<file path="src/rtl/brf_pkg.sv">
package brf_pkg;

  localparam int MAX_BURST   = 16;
  localparam int MAX_PATTERN = 8;

  localparam int KIND_W   = 3;
  localparam int DATA_W   = 8;
  localparam int CNT_W    = 5;
  localparam int PAT_W    = 64;
  localparam int PLEN_W   = 4;
  localparam int POS_W    = 10;
  localparam int LVL_W    = 10;
  localparam int QSIZE_W  = 11;
  localparam int QSIZE_HI = 1024;

  localparam int APB_AW = 3;
  localparam int APB_DW = 32;

  localparam logic [APB_AW-3:0] REG_QSIZE = '0;

  typedef enum logic [KIND_W-1:0] {
    OP_PUSH    = 3'd0,
    OP_POP     = 3'd1,
    OP_PEEK    = 3'd2,
    OP_FIND    = 3'd3,
    OP_FINDPAT = 3'd4,
    OP_FLUSH   = 3'd5
  } op_t;

  typedef enum logic [1:0] {
    ST_IDLE,
    ST_EMIT,
    ST_BURST,
    ST_SCAN
  } state_t;

  typedef struct packed {
    logic [DATA_W-1:0] data_out;
    logic              ok;
    logic              found;
    logic [POS_W-1:0]  position;
    logic [LVL_W-1:0]  level;
    logic [LVL_W-1:0]  space_left;
    logic              is_empty;
    logic              is_full;
    logic              last;
  } res_t;

endpackage

</file>
<file path="src/rtl/brf_outreg.sv">
module brf_outreg
  import brf_pkg::*;
(
  input  logic clk,
  input  logic rst_n,
  input  logic cand_vld,
  input  res_t cand,
  output logic cand_rdy,
  output logic out_valid,
  input  logic out_ready,
  output res_t out_res
);

  logic vld_r;
  res_t res_r;

  assign cand_rdy = !vld_r || out_ready;

  always_ff @(posedge clk) begin
    if (!rst_n) begin
      vld_r <= 1'b0;
    end else if (cand_rdy) begin
      vld_r <= cand_vld;
    end
  end

  always_ff @(posedge clk) begin
    if (cand_vld && cand_rdy) begin
      res_r <= cand;
    end
  end

  assign out_valid = vld_r;
  assign out_res   = res_r;

endmodule

</file>
<file path="config.mk">
export PLATFORM = sky130hd
export DESIGN_NAME = brf_outreg
export DESIGN_NICKNAME = d
export VERILOG_FILES = /design/src/rtl/brf_pkg.sv /design/src/rtl/brf_outreg.sv
export SDC_FILE = /design/constraint.sdc
export NUM_CORES = 1
export LEC_CHECK = 0
export BUFFER_PORTS_ARGS = -buffer_cell sky130_fd_sc_hd__buf_2
export CAP_MARGIN = 25
export CORE_MARGIN = 3
export CORE_UTILIZATION = 39
export DETAILED_ROUTE_END_ITERATION = 7
export PLACE_DENSITY = 0.76
export RECOVER_POWER = 50
export REMOVE_ABC_BUFFERS = 1
export SETUP_SLACK_MARGIN = 0.05
export SLEW_MARGIN = 15
export SYNTH_ARGS = -nofsm -noshare
export SYNTH_HDL_FRONTEND = slang
export SYNTH_SLANG_ARGS = --single-unit
</file>
<file path="constraint.sdc">
create_clock -name clk -period 3.1 [get_ports clk]
set_clock_uncertainty 0.15 [all_clocks]
set_input_delay 0.31 -clock clk [delete_from_list [all_inputs] [get_ports clk]]
set_output_delay 0.31 -clock clk [all_outputs]
set_load 0.03 [all_outputs]
</file>
==> results.yml <==
outcome:
  outcome: "finished, final reports clean"
synthesis:
  synth_seq_area_share: 0.972
  synth_xor_area_frac: 0
  synth_top_area_share: 0.957
  ys_seq_elements: 44
  synth_area_leaders: "edfxtp_1 96%, dfxtp_1 1.5%, nand2b_4 1.0%, a21boi_2 0.83%, and2_4 0.65%"
  synth_cell_type_count: 6
  yosys_warnings: 0
  syn-cell-area_mm2: 0.00135
  synth_compound_area_frac: 0.00835
  synthAdderAreaFrac: 0
  synth_area_per_cell_um2: 28.1
  synth_mux_area_frac: 0
  synth_top_cell_by_area: "edfxtp_1"
  synthCells: 48
  yosys.area_share.simple: 0.0167
  synth_top_family_by_area: "simple AND/OR/NAND/NOR gates"
cells_and_area:
  nets: 236
  instances_no_fill: 234
  postLayoutCellArea_mm2: 0.00233
  syn_to_final_growth_pct: 73.1
  num_antenna_cells: 0
  fillers: 214
  post-route-util: 0.735
  mostFrequentLayoutCells: "65 x buf_2, 43 x dlygate4sd3_1, 43 x edfxtp_1, 25 x clkbuf_1, 5 x clkbuf_4"
  final_common_cell: "buf_2"
  drive_gt1_frac: 0.395
place:
  dp_cells: 183
  post_dp_cell_area_mm2: 0.00186
  place_congestion: 0.648
  pre_cts_slack_ns: 1.56
  portBuffers: 91
sta:
  timing.final.crit_share: 0.481
  max-slew-margin-rel: 0.649
  worst_slack_ns: 1.61
  period_minus_slack_ns: 1.49
  setup_violations: 0
  grt_setup_unrepaired: "false"
  tightest_slew_ns: 0.526
  tns_ns: 0
  fmaxAchievable_ghz: 0.670
  hold_viol_final: 0
  slew_viol_final: 0
floorplanning:
  core_area_mm2: 0.00318
  die_h_um: 64.8
  rows: 20
  die_x_um: 64.8
  die_area_mm2: 0.00420
  start_util: 0.424
  io_pins: 92
worst_setup_path:
  cp.required_ns: 2.64
  path_cells: "clkbuf_1"
  crit_type: "reg -> out"
  cp-start-kind: "register"
  end_kind: "output pin"
  cp_top_family: "flip-flops"
  cpMaxStageDelayCell: "edfxtp_1"
  cp.arrival_ns: 1.03
  critPathBufInv: 1
  ff2ff_setup_slack_ns: 1.68
  cp_max_fo: 1
  max_stage_delay_ns: 0.35
detailed_routing:
  wl_per_cell_um: 16.4
  vias: 997
  antenna_left: 0
  via_per_inst: 4.26
  drt-initial-drc-count: 46
  drt_first_pass_iters: 4
  drt-total-wl_um: 3830
  drc_errors: 0
global_route:
  grt_pass1_wl_um: 5530
  grt_pass1_vias: 1065
  track_usage: 0.192
  grt_max_degree: 44
  antenna_found_initial: 0
  overflow: 0
clocking:
  cts_tree: "done"
  clk_pin_slew_ns: 0.13
  cts_buffer_depth: 2
  cts_root_buffer: "clkbuf_4"
  cts-buffers-inserted: 5
  htree_num_levels: 2
  clock_latency_ns: 0.34
  cts_sinks: 44
hold_path:
  hp-class: "in -> reg"
power:
  peakVddDrop_mv: 0.302
  p_per_area_mw_per_mm2: 533
  p_leak_uw: 0.000955
job:
  drv_cap: 0
==> power breakdown <==
part           internal (µW)  total (µW)  leakage, µW  switching (µW)
sequential               694         704     0.000424            10.1
combinational           74.8         188     0.000488             113
clock                    169         352    0.0000428             183
total                    937        1240     0.000955             307
==> per-stage QoR <==
step                      hold WS, ns  total power, µW
after CTS                      0.0436             1240
after global placement          0.333              860
after floorplan                 0.259              801
final                          0.0675             1240
after global routing           0.0467             1290
after detailed placement        0.338              866
==> timing repair <==
action	CTS	global route
hold buffers	43	0
setup buffers	0	0
resized for setup	0	0
hold endpoints to repair	43	0
==> flip-flops by register name, summed over array words and instances, names as in the netlist <==
register / flops
out_res: 43
out_valid: 1
==> cell type report <==
type / count / area [µm²] / area share
Timing Repair Buffer: 134 / 855 / 0.366
Tap cell: 44 / 55.1 / 0.0236
Sequential cell: 44 / 1310 / 0.562
Inverter: 1 / 3.75 / 0.00161
Clock buffer: 5 / 37.5 / 0.0161
Multi-Input combinational cell: 3 / 30.0 / 0.0129
Clock inverter: 3 / 42.5 / 0.0182
==> kinds of logic (layout without fill, tap and decap cells) <==
group | count (synthesis) | after routing
flip-flops | 44 | 44
AND/OR/NAND/NOR | 2 | 2
AO/OA/AOI/OAI | 1 | 1
buffers and inverters | 1 | 143
==> cells in the mapped netlist, drive strengths merged <==
cell,number
edfxtp,43
a21boi,1
and2,1
dfxtp,1
inv,1
nand2b,1
==> layer usage <==
layer  vias up  wire length (µm)  track usage
li1        471                 -            -
met1       458              1280        0.172
met2        62              2090        0.365
met3         6               395       0.0884
met4         0                71       0.0739
met5         -                 0            0
==> worst paths after layout <==
kind / depth (start not counted) / end / startpoint
setup / recovery: 1 / out_res[32] / out_res[32]$_DFFE_PP_
hold / removal: 2 / out_valid$_SDFFE_PN0P_ / rst_n
setup reg to reg: 2 / out_res[23]$_DFFE_PP_ / out_valid$_SDFFE_PN0P_
hold reg to reg: 2 / out_valid$_SDFFE_PN0P_ / out_valid$_SDFFE_PN0P_
No activity file was read; power rests on OpenSTA's default activity.
