### src/rtl/brf_pkg.sv
package brf_pkg;

  localparam int MAX_BURST   = 16;
  localparam int MAX_PATTERN = 8;

  localparam int KIND_W   = 3;
  localparam int DATA_W   = 8;
  localparam int CNT_W    = 5;
  localparam int PAT_W    = 64;
  localparam int PLEN_W   = 4;
  localparam int POS_W    = 10;
  localparam int LVL_W    = 10;
  localparam int QSIZE_W  = 11;
  localparam int QSIZE_HI = 1024;

  localparam int APB_AW = 3;
  localparam int APB_DW = 32;

  localparam logic [APB_AW-3:0] REG_QSIZE = '0;

  typedef enum logic [KIND_W-1:0] {
    OP_PUSH    = 3'd0,
    OP_POP     = 3'd1,
    OP_PEEK    = 3'd2,
    OP_FIND    = 3'd3,
    OP_FINDPAT = 3'd4,
    OP_FLUSH   = 3'd5
  } op_t;

  typedef enum logic [1:0] {
    ST_IDLE,
    ST_EMIT,
    ST_BURST,
    ST_SCAN
  } state_t;

  typedef struct packed {
    logic [DATA_W-1:0] data_out;
    logic              ok;
    logic              found;
    logic [POS_W-1:0]  position;
    logic [LVL_W-1:0]  level;
    logic [LVL_W-1:0]  space_left;
    logic              is_empty;
    logic              is_full;
    logic              last;
  } res_t;

endpackage

### src/rtl/brf_ctrl.sv
module brf_ctrl
  import brf_pkg::*;
#(
  parameter int DEPTH = 1024,
  localparam int AW = $clog2(DEPTH),
  localparam int QW = AW + 1
) (
  input  logic               clk,
  input  logic               rst_n,
  input  logic               in_valid,
  output logic               in_ready,
  input  logic [KIND_W-1:0]  in_kind,
  input  logic [DATA_W-1:0]  in_data_in,
  input  logic [CNT_W-1:0]   in_count,
  input  logic [PAT_W-1:0]   in_pattern,
  input  logic [PLEN_W-1:0]  in_pattern_len,
  input  logic               cfg_we,
  input  logic [QSIZE_W-1:0] cfg_wdata,
  output logic [QW-1:0]      qsize,
  output logic               mem_we,
  output logic [AW-1:0]      mem_waddr,
  output logic [DATA_W-1:0]  mem_wdata,
  output logic               mem_re,
  output logic [AW-1:0]      mem_raddr,
  input  logic [DATA_W-1:0]  mem_rdata,
  output logic               cand_vld,
  output res_t               cand,
  input  logic               cand_rdy
);

  localparam int QRST = (DEPTH < QSIZE_HI) ? DEPTH : QSIZE_HI;

  state_t             state_r, state_nxt;
  logic [AW-1:0]      wr_idx_r, wr_idx_nxt;
  logic [AW-1:0]      rd_idx_r, rd_idx_nxt;
  logic [AW-1:0]      level_r, level_nxt;
  logic [QW-1:0]      qsize_r, qsize_nxt;
  logic               rdv_r, rdv_nxt;
  logic [AW-1:0]      addr_r, addr_nxt;
  logic [AW-1:0]      issued_r, issued_nxt;
  logic [AW-1:0]      seen_r, seen_nxt;
  logic [AW-1:0]      total_r, total_nxt;
  logic               pmode_r, pmode_nxt;
  logic [DATA_W-1:0]  key_r, key_nxt;
  logic [PAT_W-1:0]   pat_r, pat_nxt;
  logic [PLEN_W-1:0]  plen_r, plen_nxt;
  logic [PAT_W-1:0]   win_r, win_nxt;
  logic               ok_r, ok_nxt;
  logic               found_r, found_nxt;
  logic [AW-1:0]      pos_r, pos_nxt;

  logic [QW-1:0]      free_q;
  logic               is_full;
  logic [AW-1:0]      wr_inc, addr_inc, rd_add, n_sel;
  logic [QW-1:0]      rd_sum;
  logic [CNT_W-1:0]   cnt_sat;
  logic [PLEN_W-1:0]  plen_sat;
  logic [QSIZE_W-1:0] qs_clamp;
  logic [PAT_W-1:0]   win_dn, win_sh;
  logic               pat_hit, byte_hit, hit, consume;
  logic               burst_last, scan_last;
  logic [AW-1:0]      pos_pat;

  assign qsize   = qsize_r;
  assign free_q  = qsize_r - QW'(1) - {1'b0, level_r};
  assign is_full = (free_q == '0);

  assign wr_inc   = ({1'b0, wr_idx_r} + QW'(1) == qsize_r) ? '0 : wr_idx_r + AW'(1);
  assign addr_inc = ({1'b0, addr_r} + QW'(1) == qsize_r) ? '0 : addr_r + AW'(1);

  assign cnt_sat  = (in_count > CNT_W'(MAX_BURST)) ? CNT_W'(MAX_BURST) : in_count;
  assign plen_sat = (in_pattern_len > PLEN_W'(MAX_PATTERN)) ? PLEN_W'(MAX_PATTERN)
                                                            : in_pattern_len;
  assign n_sel    = (32'(cnt_sat) > 32'(level_r)) ? level_r : AW'(cnt_sat);
  assign rd_sum   = {1'b0, rd_idx_r} + {1'b0, n_sel};
  assign rd_add   = (rd_sum >= qsize_r) ? AW'(rd_sum - qsize_r) : AW'(rd_sum);

  assign qs_clamp = (cfg_wdata < QSIZE_W'(2))      ? QSIZE_W'(2) :
                    (32'(cfg_wdata) > 32'(DEPTH)) ? QSIZE_W'(DEPTH) : cfg_wdata;

  assign burst_last = (seen_r == total_r - AW'(1));
  assign scan_last  = burst_last;
  assign byte_hit   = (mem_rdata == key_r);
  assign pos_pat    = AW'(32'(seen_r) + 32'd1 - 32'(plen_r));
  assign win_dn     = {{DATA_W{1'b0}}, win_r[PAT_W-1:DATA_W]};

  // sliding window: newest byte enters at slot plen-1, older bytes move down
  always_comb begin
    win_sh  = win_r;
    pat_hit = (32'(seen_r) + 32'd1) >= 32'(plen_r);
    for (int d = 0; d < MAX_PATTERN; d++) begin
      if (PLEN_W'(d) + PLEN_W'(1) == plen_r) begin
        win_sh[DATA_W*d +: DATA_W] = mem_rdata;
      end else if (PLEN_W'(d) + PLEN_W'(1) < plen_r) begin
        win_sh[DATA_W*d +: DATA_W] = win_dn[DATA_W*d +: DATA_W];
      end
    end
    for (int j = 0; j < MAX_PATTERN; j++) begin
      if (PLEN_W'(j) < plen_r &&
          win_sh[DATA_W*j +: DATA_W] != pat_r[DATA_W*j +: DATA_W]) begin
        pat_hit = 1'b0;
      end
    end
  end

  always_comb begin
    cand.data_out   = (state_r == ST_BURST) ? mem_rdata : '0;
    cand.ok         = (state_r == ST_BURST) ? 1'b1 : ok_r;
    cand.found      = (state_r == ST_BURST) ? 1'b0 : found_r;
    cand.position   = (state_r == ST_BURST) ? '0 : POS_W'(pos_r);
    cand.level      = LVL_W'(level_r);
    cand.space_left = LVL_W'(free_q);
    cand.is_empty   = (level_r == '0);
    cand.is_full    = is_full;
    cand.last       = (state_r == ST_BURST) ? burst_last : 1'b1;
  end

  assign mem_waddr = wr_idx_r;
  assign mem_wdata = in_data_in;
  assign mem_raddr = addr_r;

  always_comb begin
    state_nxt  = state_r;
    wr_idx_nxt = wr_idx_r;
    rd_idx_nxt = rd_idx_r;
    level_nxt  = level_r;
    qsize_nxt  = qsize_r;
    rdv_nxt    = rdv_r;
    addr_nxt   = addr_r;
    issued_nxt = issued_r;
    seen_nxt   = seen_r;
    total_nxt  = total_r;
    pmode_nxt  = pmode_r;
    key_nxt    = key_r;
    pat_nxt    = pat_r;
    plen_nxt   = plen_r;
    win_nxt    = win_r;
    ok_nxt     = ok_r;
    found_nxt  = found_r;
    pos_nxt    = pos_r;
    mem_we     = 1'b0;
    mem_re     = 1'b0;
    cand_vld   = 1'b0;
    in_ready   = 1'b0;
    consume    = 1'b0;
    hit        = 1'b0;

    unique case (state_r)
      ST_IDLE: begin
        in_ready = 1'b1;
      end
      ST_EMIT: begin
        cand_vld = 1'b1;
        if (cand_rdy) begin
          in_ready  = 1'b1;
          state_nxt = ST_IDLE;
        end
      end
      ST_BURST: begin
        if (rdv_r) begin
          cand_vld = 1'b1;
          if (cand_rdy) begin
            consume  = 1'b1;
            seen_nxt = seen_r + AW'(1);
            if (burst_last) begin
              state_nxt = ST_IDLE;
            end
          end
        end
        if (issued_r != total_r && (!rdv_r || consume)) begin
          mem_re     = 1'b1;
          addr_nxt   = addr_inc;
          issued_nxt = issued_r + AW'(1);
        end
        rdv_nxt = mem_re || (rdv_r && !consume);
      end
      ST_SCAN: begin
        if (rdv_r) begin
          seen_nxt = seen_r + AW'(1);
          if (pmode_r) begin
            win_nxt = win_sh;
            hit     = pat_hit;
          end else begin
            hit = byte_hit;
          end
          if (hit) begin
            ok_nxt    = 1'b1;
            found_nxt = 1'b1;
            pos_nxt   = pmode_r ? pos_pat : seen_r;
            state_nxt = ST_EMIT;
          end else if (scan_last) begin
            state_nxt = ST_EMIT;
          end
        end
        if (!hit && issued_r != total_r) begin
          mem_re     = 1'b1;
          addr_nxt   = addr_inc;
          issued_nxt = issued_r + AW'(1);
        end
        rdv_nxt = mem_re;
      end
      default: begin
        state_nxt = ST_IDLE;
      end
    endcase

    if (in_valid && in_ready) begin
      rdv_nxt    = 1'b0;
      issued_nxt = '0;
      seen_nxt   = '0;
      addr_nxt   = rd_idx_r;
      ok_nxt     = 1'b0;
      found_nxt  = 1'b0;
      pos_nxt    = '0;
      state_nxt  = ST_EMIT;
      key_nxt    = in_data_in;
      pat_nxt    = in_pattern;
      plen_nxt   = plen_sat;
      unique case (op_t'(in_kind))
        OP_PUSH: begin
          if (!is_full) begin
            mem_we     = 1'b1;
            wr_idx_nxt = wr_inc;
            level_nxt  = level_r + AW'(1);
            ok_nxt     = 1'b1;
          end
        end
        OP_POP, OP_PEEK: begin
          if (n_sel != '0) begin
            total_nxt = n_sel;
            state_nxt = ST_BURST;
            if (op_t'(in_kind) == OP_POP) begin
              rd_idx_nxt = rd_add;
              level_nxt  = level_r - n_sel;
            end
          end
        end
        OP_FIND: begin
          pmode_nxt = 1'b0;
          total_nxt = level_r;
          if (level_r != '0) begin
            state_nxt = ST_SCAN;
          end
        end
        OP_FINDPAT: begin
          pmode_nxt = 1'b1;
          total_nxt = level_r;
          if (plen_sat != '0 && 32'(plen_sat) <= 32'(level_r)) begin
            state_nxt = ST_SCAN;
          end
        end
        OP_FLUSH: begin
          wr_idx_nxt = '0;
          rd_idx_nxt = '0;
          level_nxt  = '0;
          ok_nxt     = 1'b1;
        end
        default: begin
        end
      endcase
    end

    if (cfg_we) begin
      qsize_nxt  = QW'(qs_clamp);
      wr_idx_nxt = '0;
      rd_idx_nxt = '0;
      level_nxt  = '0;
    end
  end

  always_ff @(posedge clk) begin
    if (!rst_n) begin
      state_r  <= ST_IDLE;
      wr_idx_r <= '0;
      rd_idx_r <= '0;
      level_r  <= '0;
      qsize_r  <= QW'(QRST);
      rdv_r    <= 1'b0;
    end else begin
      state_r  <= state_nxt;
      wr_idx_r <= wr_idx_nxt;
      rd_idx_r <= rd_idx_nxt;
      level_r  <= level_nxt;
      qsize_r  <= qsize_nxt;
      rdv_r    <= rdv_nxt;
    end
  end

  always_ff @(posedge clk) begin
    addr_r   <= addr_nxt;
    issued_r <= issued_nxt;
    seen_r   <= seen_nxt;
    total_r  <= total_nxt;
    pmode_r  <= pmode_nxt;
    key_r    <= key_nxt;
    pat_r    <= pat_nxt;
    plen_r   <= plen_nxt;
    win_r    <= win_nxt;
    ok_r     <= ok_nxt;
    found_r  <= found_nxt;
    pos_r    <= pos_nxt;
  end

endmodule

### config.mk
export PLATFORM = sky130hd
export DESIGN_NAME = brf_ctrl
export DESIGN_NICKNAME = d
export VERILOG_FILES = /design/src/rtl/brf_pkg.sv /design/src/rtl/brf_ctrl.sv
export SDC_FILE = /design/constraint.sdc
export NUM_CORES = 1
export LEC_CHECK = 0
export ABC_CLOCK_PERIOD_IN_PS = 13750
export BUFFER_PORTS_ARGS = -buffer_cell sky130_fd_sc_hd__buf_2
export CAP_MARGIN = 5
export CORE_MARGIN = 10
export CORE_UTILIZATION = 50
export DETAILED_ROUTE_END_ITERATION = 8
export HOLD_SLACK_MARGIN = 0.08
export PLACE_DENSITY = 0.71
export SETUP_SLACK_MARGIN = 0.15
export SLEW_MARGIN = 20
export SYNTH_ARGS = -nofsm -noshare
export SYNTH_HDL_FRONTEND = slang
export SYNTH_SLANG_ARGS = --single-unit
### constraint.sdc
create_clock -name clk -period 13.75 [get_ports clk]
set_input_delay 0.6875 -clock clk [delete_from_list [all_inputs] [get_ports clk]]
set_output_delay 0.6875 -clock clk [all_outputs]
set_load 0.005 [all_outputs]
==> out/metrics.yaml <==
critical_path:
  cp.required_ns: 14.16
  reg2reg_from: "level_r[1]"
  cp-end-kind: "flip-flop"
  critPathMaxFanout: 10
  regToRegEndpoint: "rd_idx_r[5]"
  cp_cell_sequence: "inv_1 -> ha_1 -> nor2b_1 -> o21a_1 -> o21a_1 -> o21ai_0 -> a21oi_1 -> mux2i_1 -> inv_1 -> ha_1 -> a21o_1 -> a21oi_1 -> o21bai_1 -> a21oi_1 -> xnor2_1 -> ha_1 -> or2_2 -> a21oi_1 -> a21oi_1 -> a31oi_1 -> a21oi_2 -> mux2_2 -> a22oi_1 -> nor2_1"
  path_buf_inv: 2
  rrSetupSlack_ns: 7.72
  cpMostUsedCell: "a21oi_1"
  reg2regPathDepth: 24
  cp_top_family: "compound AO/OA/AOI/OAI gates"
  critPathLaunchType: "flip-flop"
  arrival_ns: 6.43
  crit_type: "flip-flop to flip-flop"
  slowest_stage: "a21oi_1"
  critPathMaxStageDelay_ns: 0.66
cells_and_area:
  area_growth_pct: 13.33
  drive_above_1_share: 0.1673
  fin_area_um2: 17890
  final_nets: 1994
  fill_cells: 2801
  final_cells: 2246
grt:
  track_usage: 0.2324
  overflow: 0
  grt_pass1_wl_um: 72610
  antenna_found_initial: 5
  grt_pass1_vias: 13173
  grt_max_degree: 68
logic_synthesis:
  synth_area_leaders: "edfxtp_1, dfxtp_1, ha_1"
  synth-seq-cells: 237
  synth_edf_count: 162
  netlist_area_um2: 15790
  synth.distinct_cells: 92
  synth-main-ff-cell: "edfxtp_1"
  synth.most_common_cell: "edfxtp_1"
  synth_top_area_share: 0.3082
  synthTopCellsByCount: "edfxtp_1, nor2_1, nand2_1, inv_1, a21oi_1"
  netlist_instances: 1669
  yosys.area.top_type: "edfxtp_1"
  async_reset_ff_frac: 0
  yosys_warnings: 0
  synth-seq-area-share: 0.4033
  avgSynthCellArea_um2: 9.458
hold_path:
  hold_start: "in_pattern[62]"
  hold_depth: 1
  hold_path.class: "primary input to flip-flop"
  holdPathEnd: "pat_r[62]"
cts:
  post-cts-setup-buffers: 0
  clk_latency_ns: 0.55
  cts_tree: "done"
  clkTransAtPathRegs_ns: 0.07
  cts_resized: 0
  cts_hold_buf: 0
  cts_buffer_depth: 3
  h-tree-depth: 1
  clock_sinks: 237
  cts_buffers: 29
  cts-root-buf: "clkbuf_16"
power:
  cellPowerDensity_nw_per_um2: 109.8
  cellLeakagePower_nw: 7.176
  peakVddDrop_mv: 0.09148
route:
  drt-total-wl_um: 46670
  ant_nets: 0
  first_pass_iters: 5
  wire_per_inst_um: 20.78
  vias: 13449
  drtIter0Drc: 1157
  drcViolationCount: 0
  avgViaCountPerCell: 5.988
placed_design:
  io_buffer_count: 193
  place_congestion: 0.9554
  placedInstanceArea_um2: 16900
  placed_cells: 2189
  post-dp-hpwl_um: 34400
timing:
  hold_viol_final: 0
  rsz0062_at_grt: "false"
  setup_tns_ns: 0
  final_max_slew_viol_count: 0
  post-route-min-period_ns: 6.025
  finalCritPeriodShare: 0.4382
  fmax_mhz: 166.0
  maxSlewHeadroom: 0.3341
  worst_slew_pin_slew_ns: 0.9930
  finClkSkew_ns: 0.01294
  setup_violations: 0
floorplan:
  boundaryPins: 194
  start_util: 0.5028
  fp.coreArea_um2: 31390
  die-area_um2: 39080
  die_width_um: 197.7
  die_y_um: 197.7
  rows: 65
job:
  maxCapViolCount: 0
status:
  outcome: "finished, final reports clean"
-- placed cells by master (no fill, tap or decap), types with 9 or more instances in the layout --
cell | Yosys | final
o21ai_0 | 79 | 79
o31ai_1 | 12 | 12
o21a_1 | 21 | 21
o211ai_1 | 18 | 18
and2_1 | 22 | 22
a22oi_1 | 14 | 14
xor2_1 | 74 | 74
xnor2_1 | 83 | 83
a211oi_1 | 23 | 23
or2_2 | 11 | 11
nand4_1 | 21 | 21
nor4_1 | 23 | 23
nor3_1 | 25 | 25
nand3_1 | 49 | 49
a21oi_1 | 85 | 84
nor2b_1 | 45 | 45
ha_1 | 62 | 62
nand2_1 | 107 | 107
buf_2 | 21 | 193
inv_1 | 97 | 97
edfxtp_1 | 162 | 162
nor2_1 | 146 | 145
clkbuf_16 | 0 | 29
nor3b_1 | 9 | 9
and3_1 | 14 | 14
buf_4 | 17 | 11
nand2b_1 | 34 | 34
mux2_2 | 22 | 22
a21o_1 | 19 | 19
dfxtp_1 | 75 | 75
mux2i_1 | 44 | 44
o22ai_1 | 12 | 12
a22o_1 | 10 | 10
-- how the worst max path moves through the flow --
stage	startpoint	end	slack [ns]	cells past startpoint
floorplan	in_count[1]	rd_idx_r[3]	8.20	24
global placement	in_count[4]	rd_idx_r[8]	7.17	25
detailed placement	in_count[4]	rd_idx_r[6]	7.12	25
CTS	level_r[1]	rd_idx_r[3]	7.46	24
global route	level_r[1]	rd_idx_r[9]	7.26	24
finish	level_r[1]	rd_idx_r[5]	7.72	24
-- stage by stage --
step | power, mW | setup slack, ns | util | hold slack [ns]
6_report | 1.964 | 7.725 | 0.5699 | 0.3113
4_1_cts | 1.970 | 7.459 | 0.5693 | 0.2922
3_3_place_gp | 1.180 | 7.175 | 0.5382 | 0.4443
5_1_grt | 2.037 | 7.260 | 0.5696 | 0.2984
2_1_floorplan | 1.084 | 8.204 | - | 0.4323
3_5_place_dp | 1.186 | 7.123 | 0.5382 | 0.4491
-- state kept, by name, indices dropped and copies added (netlist names), 2 cells and up --
| name | cells |
|---|---|
| mem_raddr | 10 |
| pat_r | 64 |
| total_r | 10 |
| seen_r | 10 |
| rd_idx_r | 10 |
| qsize | 11 |
| issued_r | 10 |
| key_r | 8 |
| win_r | 64 |
| state_r | 2 |
| mem_waddr | 10 |
| plen_r | 4 |
| pos_r | 10 |
| level_r | 10 |
-- cell type report --
type / instances / area [um2] / area share
clock buffer: 39 / 803.3 / 0.04490
sequential: 237 / 6366 / 0.3559
tap: 402 / 503.0 / 0.02812
antenna: 3 / 7.507 / 0.0004196
timing repair buffer: 204 / 1049 / 0.05861
clock inverter: 14 / 171.4 / 0.009582
multi-input combinational: 1248 / 8616 / 0.4816
inverter: 99 / 374.1 / 0.02091
-- logic make-up after synthesis --
kind of cell               Yosys count  share of synthesized area
muxes                               66                    0.04360
AOI/OAI and AO/OA                  402                     0.1759
and+or+nand+nor                    551                     0.1816
DFF                                237                     0.4033
adders and majority gates           67                    0.05549
other                                1                  0.0002376
buffers and inverters              188                    0.05279
xor gates and xnor gates           157                    0.08711
-- worst register-to-register path, delay by kind of cell, from the launching register on --
kind / cells / cell delay [ns]
AO/OA/AOI/OAI: 13 / 2.90
XOR/XNOR: 1 / 0.14
adder cells (fa/ha/maj): 3 / 0.99
buffers and inverters: 2 / 0.28
flip-flops: 1 / 0.39
multiplexers: 2 / 0.85
AND/OR/NAND/NOR: 3 / 0.31
-- metal layers --
layer / GRT usage / vias to the layer above / wire, um
li1: - / 6394 / -
met1: 0.2889 / 6442 / 19180
met2: 0.3805 / 498 / 21960
met3: 0.05264 / 111 / 3595
met4: 0.09823 / 4 / 1913
met5: 0 / - / 19
-- report_power, final --
part	internal (mW)	switching [mW]	leakage [nW]
logic	0.136	0.207	4.56
registers	0.804	0.0307	2.13
clock network	0.482	0.306	0.481
total	1.42	0.544	7.18
No activity file was read; power rests on OpenSTA's default activity.
